### config.mk
export PLATFORM = sky130hd
export DESIGN_NAME = signed_int_to_decimal_ascii
export DESIGN_NICKNAME = d
export VERILOG_FILES = /design/src/rtl/core/s2dec_pkg.sv /design/src/rtl/core/s2dec_dabble.sv /design/src/rtl/core/signed_int_to_decimal_ascii.sv
export VERILOG_INCLUDE_DIRS = /design/src /design/src/rtl/core
export SDC_FILE = /design/constraint.sdc
export NUM_CORES = 1
export LEC_CHECK = 0
export ABC_CLOCK_PERIOD_IN_PS = 4200
export BUFFER_PORTS_ARGS = -buffer_cell sky130_fd_sc_hd__buf_4
export CORE_MARGIN = 2
export CORE_UTILIZATION = 55
export DETAILED_ROUTE_END_ITERATION = 10
export GPL_ROUTABILITY_DRIVEN = 0
export GPL_TIMING_DRIVEN = 1
export PLACE_DENSITY = 0.79
export SLEW_MARGIN = 20
export SYNTH_ARGS = -nofsm -noshare
export SYNTH_HDL_FRONTEND = slang
export SYNTH_HIERARCHICAL = 1
export SYNTH_SLANG_ARGS = --single-unit
export TNS_END_PERCENT = 1
### constraint.sdc
create_clock -name clk_i -period 4.2 [get_ports clk_i]
set_clock_uncertainty 0.1 [all_clocks]
set_input_delay 0.42 -clock clk_i [delete_from_list [all_inputs] [get_ports clk_i]]
set_output_delay 0.42 -clock clk_i [all_outputs]
set_load 0.1 [all_outputs]
### src/rtl/core/signed_int_to_decimal_ascii_macros.svh
// assertion macros for the signed integer to decimal text converter
`ifndef SIGNED_INT_TO_DECIMAL_ASCII_MACROS_SVH
`define SIGNED_INT_TO_DECIMAL_ASCII_MACROS_SVH

`ifndef SYNTH
// same-cycle implication, disabled during reset
`define S2DEC_ASSERT_NOW(label, clk, rst_n, ante, cons) \
  label: assert property (@(posedge clk) disable iff (!rst_n) (ante) |-> (cons)) \
    else $error("s2dec assertion failed");
// next-cycle implication, disabled during reset
`define S2DEC_ASSERT_NEXT(label, clk, rst_n, ante, cons) \
  label: assert property (@(posedge clk) disable iff (!rst_n) (ante) |=> (cons)) \
    else $error("s2dec assertion failed");
`else
`define S2DEC_ASSERT_NOW(label, clk, rst_n, ante, cons)
`define S2DEC_ASSERT_NEXT(label, clk, rst_n, ante, cons)
`endif

`endif

### src/rtl/core/s2dec_pkg.sv
// shared constants and types of the signed integer to decimal text converter
`default_nettype none

package s2dec_pkg;

  localparam int unsigned MagW    = 32;
  localparam int unsigned Digits  = 10;
  localparam int unsigned BcdW    = 4 * Digits;
  localparam int unsigned CntW    = $clog2(MagW);
  localparam int unsigned DigIdxW = $clog2(Digits);
  localparam int unsigned LenW    = 4;
  localparam int unsigned CapW    = 8;
  localparam int unsigned CharW   = 8;

  localparam logic [CharW-1:0] CharZero  = 8'h30;
  localparam logic [CharW-1:0] CharMinus = 8'h2d;
  localparam logic [CharW-1:0] CharNone  = 8'h00;

  // working pair of the shift-and-add-3 conversion
  typedef struct packed {
    logic [BcdW-1:0] bcd;
    logic [MagW-1:0] mag;
  } dab_t;

endpackage

`default_nettype wire

### src/rtl/core/s2dec_dabble.sv
// one shift-and-add-3 step of the binary to bcd conversion
`default_nettype none

module s2dec_dabble (
  input  wire s2dec_pkg::dab_t cur_i,
  output s2dec_pkg::dab_t      nxt_o
);

  logic [s2dec_pkg::BcdW-1:0] adj;

  // add 3 to every digit that is 5 or more
  always_comb begin
    for (int i = 0; i < s2dec_pkg::Digits; i++) begin
      if (cur_i.bcd[4*i +: 4] >= 4'd5) begin
        adj[4*i +: 4] = cur_i.bcd[4*i +: 4] + 4'd3;
      end else begin
        adj[4*i +: 4] = cur_i.bcd[4*i +: 4];
      end
    end
  end

  // shift the binary msb into the bcd word
  assign nxt_o.bcd = {adj[s2dec_pkg::BcdW-2:0], cur_i.mag[s2dec_pkg::MagW-1]};
  assign nxt_o.mag = {cur_i.mag[s2dec_pkg::MagW-2:0], 1'b0};

endmodule

`default_nettype wire

### src/rtl/core/signed_int_to_decimal_ascii.sv
// signed 32-bit integer to decimal ascii text, one character per output word
// the first character word follows the bit-serial shift-and-add-3 loop, one pass per
//   value bit, then the prep state and the emit state; n = 1..11 output words per input word
// input ready only while idle; output register holds a word under backpressure
// reset (rst_ni low, asynchronous) returns to idle with no output word pending
`default_nettype none

module signed_int_to_decimal_ascii (
  input  wire logic        clk_i,
  input  wire logic        rst_ni,
  input  wire logic        s_axis_tvalid_i,
  output logic             s_axis_tready_o,
  input  wire logic [39:0] s_axis_tdata_i,  // value[31:0], capacity[39:32]
  output logic             m_axis_tvalid_o,
  input  wire logic        m_axis_tready_i,
  output logic [15:0]      m_axis_tdata_o,  // character[7:0], length[11:8], zero[15:12]
  output logic             m_axis_tlast_o,
  output logic             m_axis_tuser_o   // error[0]
);

`include "signed_int_to_decimal_ascii_macros.svh"

  localparam logic [1:0] StIdle = 2'd0;
  localparam logic [1:0] StConv = 2'd1;
  localparam logic [1:0] StPrep = 2'd2;
  localparam logic [1:0] StEmit = 2'd3;

  logic [1:0]                     state_q, state_d;
  logic [s2dec_pkg::CntW-1:0]     cnt_q, cnt_d;
  s2dec_pkg::dab_t                work_q, work_d, work_nxt;
  logic                           neg_q, neg_d;
  logic [s2dec_pkg::CapW-1:0]     cap_q, cap_d;
  logic [s2dec_pkg::DigIdxW-1:0]  dig_q, dig_d;
  logic [s2dec_pkg::LenW-1:0]     len_q, len_d;
  logic                           err_q, err_d;
  logic                           sign_q, sign_d;
  logic                           mvalid_q, mvalid_d;
  logic [s2dec_pkg::CharW-1:0]    char_q, char_d;
  logic [s2dec_pkg::LenW-1:0]     olen_q, olen_d;
  logic                           olast_q, olast_d;
  logic                           oerr_q, oerr_d;

  logic                           s_acc;
  logic                           slot_free;
  logic [s2dec_pkg::MagW-1:0]     in_value;
  logic [s2dec_pkg::DigIdxW-1:0]  msd;
  logic [s2dec_pkg::LenW-1:0]     text_len;
  logic [3:0]                     cur_digit;

  assign in_value  = s_axis_tdata_i[31:0];
  assign s_acc     = s_axis_tvalid_i && s_axis_tready_o;
  assign slot_free = !mvalid_q || m_axis_tready_i;

  // shared conversion step
  s2dec_dabble u_dabble (
    .cur_i (work_q),
    .nxt_o (work_nxt)
  );

  // most significant nonzero digit, zero gives digit 0
  always_comb begin
    msd = '0;
    for (int i = 0; i < s2dec_pkg::Digits; i++) begin
      if (work_q.bcd[4*i +: 4] != 4'd0) begin
        msd = s2dec_pkg::DigIdxW'(i);
      end
    end
  end

  assign text_len  = s2dec_pkg::LenW'(msd) + 4'd1 + {3'd0, neg_q};
  assign cur_digit = work_q.bcd[4*dig_q +: 4];

  // sequencer
  always_comb begin
    state_d  = state_q;
    cnt_d    = cnt_q;
    work_d   = work_q;
    neg_d    = neg_q;
    cap_d    = cap_q;
    dig_d    = dig_q;
    len_d    = len_q;
    err_d    = err_q;
    sign_d   = sign_q;
    mvalid_d = mvalid_q;
    char_d   = char_q;
    olen_d   = olen_q;
    olast_d  = olast_q;
    oerr_d   = oerr_q;

    if (mvalid_q && m_axis_tready_i) begin
      mvalid_d = 1'b0;
    end

    case (state_q)
      StIdle: begin
        if (s_acc) begin
          neg_d      = in_value[s2dec_pkg::MagW-1];
          work_d.mag = in_value[s2dec_pkg::MagW-1] ? (~in_value + 32'd1) : in_value;
          work_d.bcd = '0;
          cap_d      = s_axis_tdata_i[39:32];
          cnt_d      = '0;
          state_d    = StConv;
        end
      end
      StConv: begin
        work_d = work_nxt;
        cnt_d  = cnt_q + 1'b1;
        if (cnt_q == s2dec_pkg::CntW'(s2dec_pkg::MagW - 1)) begin
          state_d = StPrep;
        end
      end
      StPrep: begin
        dig_d   = msd;
        len_d   = text_len;
        err_d   = cap_q <= {4'd0, text_len};
        sign_d  = neg_q;
        state_d = StEmit;
      end
      StEmit: begin
        if (slot_free) begin
          mvalid_d = 1'b1;
          if (err_q) begin
            char_d  = s2dec_pkg::CharNone;
            olast_d = 1'b1;
            oerr_d  = 1'b1;
            olen_d  = '0;
            state_d = StIdle;
          end else if (sign_q) begin
            char_d  = s2dec_pkg::CharMinus;
            olast_d = 1'b0;
            oerr_d  = 1'b0;
            olen_d  = '0;
            sign_d  = 1'b0;
          end else begin
            char_d  = s2dec_pkg::CharZero | {4'd0, cur_digit};
            oerr_d  = 1'b0;
            if (dig_q == '0) begin
              olast_d = 1'b1;
              olen_d  = len_q;
              state_d = StIdle;
            end else begin
              olast_d = 1'b0;
              olen_d  = '0;
              dig_d   = dig_q - 1'b1;
            end
          end
        end
      end
      default: begin
        state_d = StIdle;
      end
    endcase
  end

  // control registers
  always_ff @(posedge clk_i or negedge rst_ni) begin
    if (!rst_ni) begin
      state_q  <= StIdle;
      mvalid_q <= 1'b0;
    end else begin
      state_q  <= state_d;
      mvalid_q <= mvalid_d;
    end
  end

  // datapath registers
  always_ff @(posedge clk_i) begin
    cnt_q   <= cnt_d;
    work_q  <= work_d;
    neg_q   <= neg_d;
    cap_q   <= cap_d;
    dig_q   <= dig_d;
    len_q   <= len_d;
    err_q   <= err_d;
    sign_q  <= sign_d;
    char_q  <= char_d;
    olen_q  <= olen_d;
    olast_q <= olast_d;
    oerr_q  <= oerr_d;
  end

  // ports
  assign s_axis_tready_o = (state_q == StIdle);
  assign m_axis_tvalid_o = mvalid_q;
  assign m_axis_tdata_o  = {4'd0, olen_q, char_q};
  assign m_axis_tlast_o  = olast_q;
  assign m_axis_tuser_o  = oerr_q;

  // checks
  `S2DEC_ASSERT_NOW(a_err_is_last, clk_i, rst_ni, m_axis_tvalid_o && m_axis_tuser_o, m_axis_tlast_o && (m_axis_tdata_o == 16'd0))
  `S2DEC_ASSERT_NOW(a_len_only_last, clk_i, rst_ni, m_axis_tvalid_o && !m_axis_tlast_o, m_axis_tdata_o[11:8] == 4'd0)
  `S2DEC_ASSERT_NEXT(a_busy_after_accept, clk_i, rst_ni, s_axis_tvalid_i && s_axis_tready_o, !s_axis_tready_o)

endmodule

`default_nettype wire

[Word-level counts from Yosys, hierarchy flattened]
Cells that the tools add are included.
Operators by class
  add/sub/neg operators: 15
  order comparisons: 11
  equality and inequality tests: 12
  shift operators: 1
  multiplexer cells: 46
  bitwise gates (word level): 2
  reduce and logical (&&, ||, !) cells: 25
Operator list (count)
  one-hot mux 72 bit (2 select lines): 1
  two-way mux 4 bit: 19
  two-way mux 72 bit: 1
  >= comparator 4 x 3 -> 1 bit, second input constant: 10
  variable part select 40 x 7 -> 4 bit: 1
  adder 4 x 2 -> 4 bit, second input constant: 9
  nonzero test 4 bit: 9
  adder 32 x 1 -> 32 bit, second input constant: 1
  two-way mux 32 bit: 1
  inverter 32 bit: 1
  two-way mux 2 bit: 8
  two-way mux 5 bit: 2
  inequality test 2 bit, second input constant: 5
  one-hot mux 5 bit (2 select lines): 1
  AND reduction 5 bit: 2
  two-way mux 1 bit: 9
  less-or-equal comparator 8 x 4 -> 1 bit: 1
  one-hot mux 2 bit (4 select lines): 1
  one-hot mux 4 bit (2 select lines): 1
  inequality test 3 bit, second input constant: 2
  AND reduction 2 bit: 3
  adder 5 x 1 -> 5 bit, second input constant: 1
  == test 5 bit, second input constant: 1
  adder 4 x 1 -> 4 bit: 1
  other kinds (18): 21
Word-level totals
  flip-flop bits (word level): 113
  input port bits: 44
  output and inout port bits: 20
  word-level logic and storage cells: 128

[Logic depth before layout (Yosys ltp)]
  depth in word-level cells: 13
  depth in mapped cells: 14
  mapped depth without buffers: 14

[Hierarchy]
Netlist, hierarchy kept.
By module, submodules not included
  signed_int_to_decimal_ascii: instances 1, cells each 455, area each 5740.5 um2, seq. area each 3318.2 um2
  s2dec_dabble: instances 1, cells each 190, area each 1244.9 um2, seq. area each 0.0 um2

[Worst setup path before layout]
No wires, ideal clock.
  path type: reg2reg
  start point: reg state_q[0]
  end point: reg cnt_q[0] (netlist bit), enable pin
  setup time: 0.402 ns
  data arrival time: 2.550 ns
  data required time: 3.698 ns
  setup slack: 1.147 ns
  stages on the path, launching flop included: 4
  path buffers: 0
  clock period less this slack: 3.053 ns
  cells stage by stage: dfrtp_1 -> inv_1 -> ha_1 -> mux2_2
On the way
  longest elaborated chain between the ends: 4
  elaborated cells on any way between the ends: 6
  classes of those cells: eq/ne (2); reduce/logical (4)
Ends and longest elaborated chain
  start, declared: RTL line signed_int_to_decimal_ascii.sv:28  | logic [1:0] state_q, state_d;
  start signal, assigned: RTL line signed_int_to_decimal_ascii.sv:158  | state_q <= StIdle;
  start signal, assigned: RTL line signed_int_to_decimal_ascii.sv:161  | state_q <= state_d;
  zero test 2 bit (*): RTL line signed_int_to_decimal_ascii.sv:183  | assign s_axis_tready_o = (state_q == StIdle);
  named net s_axis_tready_o: RTL line signed_int_to_decimal_ascii.sv:12  | output logic s_axis_tready_o,
  logical AND 1 bit: RTL line signed_int_to_decimal_ascii.sv:51  | assign s_acc = s_axis_tvalid_i && s_axis_tready_o;
  inequality test 2 x 1 -> 1 bit (no line)
  AND reduction 2 bit (no line) (*)
  end signal, assigned: RTL line signed_int_to_decimal_ascii.sv:168  | cnt_q <= cnt_d;
  end, declared: RTL line signed_int_to_decimal_ascii.sv:29  | logic [s2dec_pkg::CntW-1:0] cnt_q, cnt_d;
Mark *: on every way through the listed nets, which the timed path passes. The rest lies on a longest branch.
A chain may end at the register's enable or synchronous reset.

[Worst setup path after layout]
  start point: reg work_q[36] (netlist bit)
  end point: reg err_q, data pin
On the way
  longest elaborated chain between the ends: 13
Ends and longest elaborated chain
  start, declared: RTL line signed_int_to_decimal_ascii.sv:30  | s2dec_pkg::dab_t work_q, work_d, work_nxt;
  start signal, assigned: RTL line signed_int_to_decimal_ascii.sv:169  | work_q <= work_d;
  nonzero test 4 bit: RTL line signed_int_to_decimal_ascii.sv:64  | if (work_q.bcd[4*i +: 4] != 4'd0) begin
  two-way mux 1 bit: RTL line signed_int_to_decimal_ascii.sv:64
  two-way mux 2 bit (2 in series): RTL line signed_int_to_decimal_ascii.sv:64
  two-way mux 4 bit (6 in series): RTL line signed_int_to_decimal_ascii.sv:64
  adder 4 x 1 -> 4 bit (2 in series): RTL line signed_int_to_decimal_ascii.sv:70  | assign text_len = s2dec_pkg::LenW'(msd) + 4'd1 + {3'd0, neg_q};
  named net text_len, one bit: RTL line signed_int_to_decimal_ascii.sv:47  | logic [s2dec_pkg::LenW-1:0] text_len;
  less-or-equal comparator 8 x 4 -> 1 bit: RTL line signed_int_to_decimal_ascii.sv:115  | err_d = cap_q <= {4'd0, text_len};
  end signal, assigned: RTL line signed_int_to_decimal_ascii.sv:174  | err_q <= err_d;
  end, declared: RTL line signed_int_to_decimal_ascii.sv:35  | logic err_q, err_d;
The timed path passes the listed nets, and every way through them passes these cells.

==> out/qor.yml <==
status: "completed"
netlist_top_cells_count: "108 x edfxtp_1, 70 x nand2_1, 49 x and2_1"
root_buffer: "clkbuf_16"
post_synth_instance_area_mm2: 0.006985
die_h_um: 116.7
yosysUniqueCellTypes: 48
synth_top_area_share_pct: 46.43
grt_pass1_vias: 4560
synth_area_leader_cell: "edfxtp_1"
area_growth_pct: 8.723
synth_area_leaders: "edfxtp_1 46%, ha_1 6.1%, and2_1 4.4%, buf_4 4.2%, nand2_1 3.8%"
dr.pass1.iters: 6
tns_ps: 0
drc: 0
slew_headroom_pct: 35.41
finalWirelength_um: 12090
max_freq_mhz: 296.4
cts.path.max_buffers: 2
wl_per_cell_um: 14.47
antenna_found_initial: 0
postRouteAntennaNets: 0
critPathMaxFanout: 6
nets: 737
dieArea_mm2: 0.01362
htreeDepth: 3
grt_pass1_wl_um: 20850
crit_path_end_kind: "flop"
grt_start_max_net_pins: 102
hpwlAfterDp_um: 8784
synth-edff-count: 108
layout-drive-gt1-share_pct: 18.07
tightest_slew_ps: 968.8
cellPowerDensity_mw_per_mm2: 767.8
die_w_um: 116.7
finalCritPeriodShare_pct: 80.34
clock_power_share_pct: 15.0
yosysWarnings: 6
switching_share_pct: 40.48
clkSinkCount: 111
nFillCells: 1039
rsz0062_at_grt: "false"
power.internal_w: 0.003471
hold_slack_ps: 139.6
finalCriticalPeriod_ps: 3374
fp-row-count: 41
avgViaCountPerCell: 5.493
total_power_w: 0.005832
syn_area_per_cell_um2: 10.83
drtIter0Drc: 301
hold_path.class: "input pin to flop"
peakVddDrop_uv: 418.9
ys_seq_elements: 111
core_area_mm2: 0.01252
tritoncts: "yes"
worstPathRequired_ps: 4310
synth_most_common_cell: "edfxtp_1"
worstSetupPathType: "flop to flop"
power_frac_comb_pct: 42.9
clock_latency_ps: 350
yosysSeqAreaShare_pct: 47.50
overflow: 0
power.leakage_nw: 2.928
hold_viol_final: 0
grt_use_total_pct: 19.48
cts_setup_buffers: 0
power_frac_seq_pct: 42.1
ios: 64
synthCells: 645
start_util_pct: 55.81
diodes: 0
critPathLaunchType: "flop"
drv_cap: 0
yosys_most_used_dff: "edfxtp_1"
numCtsBuffers: 9
maxSlewViolCount: 0
portBuffers: 57
synth-async-reset-ratio_pct: 2.703
setup_viol: 0
switching_power_w: 0.002361
worst_ep_arrival_time_ps: 3480
via_count: 4592
path_clk_slew_ps: 70
area by class of cell:
cell class | count | area (um^2) | area share, %
inverter | 40 | 150.1 | 1.977
clock inverter | 5 | 61.31 | 0.8072
tap | 172 | 215.2 | 2.834
clock buffer | 11 | 242.7 | 3.196
timing repair buffer | 61 | 460.4 | 6.063
sequential | 111 | 3318 | 43.69
multi-input combinational | 436 | 3147 | 41.43
cell usage in the layout (no fill, tap or decap), drive strengths merged, types with 4 or more instances in the layout:
cell	synthesis	final
o31ai	9	9
a21oi	18	18
o41ai	9	9
xnor2	24	24
o21ai	51	51
inv	40	43
xor2	19	19
and2	49	49
nand2b	25	25
mux2	16	16
conb	2	7
clkbuf	20	11
nor3	10	10
ha	34	34
edfxtp	108	108
nor2b	4	4
mux2i	19	19
mux4	8	8
nand2	70	70
nor2	17	17
nor3b	4	4
nor4	6	6
buf	43	60
or2	4	4
or3	4	4
or4	11	11
cell families after synthesis:
| logic type | after synthesis | synth area share, % |
|---|---|---|
| AOI/OAI and AO/OA | 96 | 9.117 |
| xor gates and xnor gates | 43 | 5.391 |
| adders and majority gates | 34 | 6.090 |
| buffers and inverters | 103 | 7.756 |
| DFF | 111 | 47.50 |
| muxes | 43 | 7.881 |
| other | 2 | 0.1075 |
| and+or+nand+nor | 213 | 16.16 |
state kept, by name, summed over array words and instances, names as in the netlist:
register and cells:
state_q 2, neg_q 1, char_q 6, olen_q 4
len_q 4, work_q 72, cnt_q 5, dig_q 4
m_axis_tuser_o 1, m_axis_tlast_o 1, err_q 1, cap_q 8
m_axis_tvalid_o 1, sign_q 1
path summary, 6_finish.rpt:
check                                  end                from  cells after the start  slack [ps]
setup / recovery                     err_q          work_q[36]                     14         830
hold / removal                    cap_q[0]  s_axis_tdata_i[32]                      1         140
setup reg to reg                     err_q          work_q[36]                     14         830
hold reg to reg                  olen_q[3]            len_q[3]                      1         420
max in group asynchronous       state_q[0]              rst_ni                      2        3610
min in group asynchronous  m_axis_tvalid_o              rst_ni                      2         300
timing repair:
item | in CTS | in global routing
hold endpoints to repair | 3 | 0
hold buffers | 1 | 0
gates resized for setup | 0 | 0
power groups by stage:
stage                     logic [W]  clock network (W)  registers, W
after floorplan             0.00197                  0       0.00258
after global placement      0.00242                  0       0.00243
after detailed placement    0.00252                  0       0.00247
after CTS                   0.00253           0.000891       0.00245
after global routing        0.00281           0.000940       0.00254
final                       0.00250           0.000875       0.00246
routing by layer:
metal | track usage, % | vias up | share of wire [%]
met5 | 0 | - | 0
met4 | 8.000 | 0 | 1.8
met3 | 3.166 | 17 | 4.4
met2 | 33.80 | 106 | 50
met1 | 24.29 | 2205 | 44
li1 | - | 2264 | -
critical path, cell delays in order (launching register included):
cell and delay, ps:
edfxtp_1 480, or4_1 560, a211oi_1 260, o21ai_0 130, a21oi_1 240, ha_1 180
inv_1 50, ha_1 290, inv_1 40, ha_1 280, nor2b_1 140, o21a_1 160
o21ai_0 130, nand2b_1 70, a21oi_1 120
through the flow:
step                worst slack, ps  cell area [um^2]  util [%]  std cells
floorplan                      1147              7004         -        650
global placement              918.3              7281     58.17        819
detailed placement            849.5              7281     58.17        819
CTS                           837.9              7595     60.68        836
global route                  613.2              7595     60.68        836
finish                        825.9              7595     60.68        836
Power figures use the tool's default switching activity.
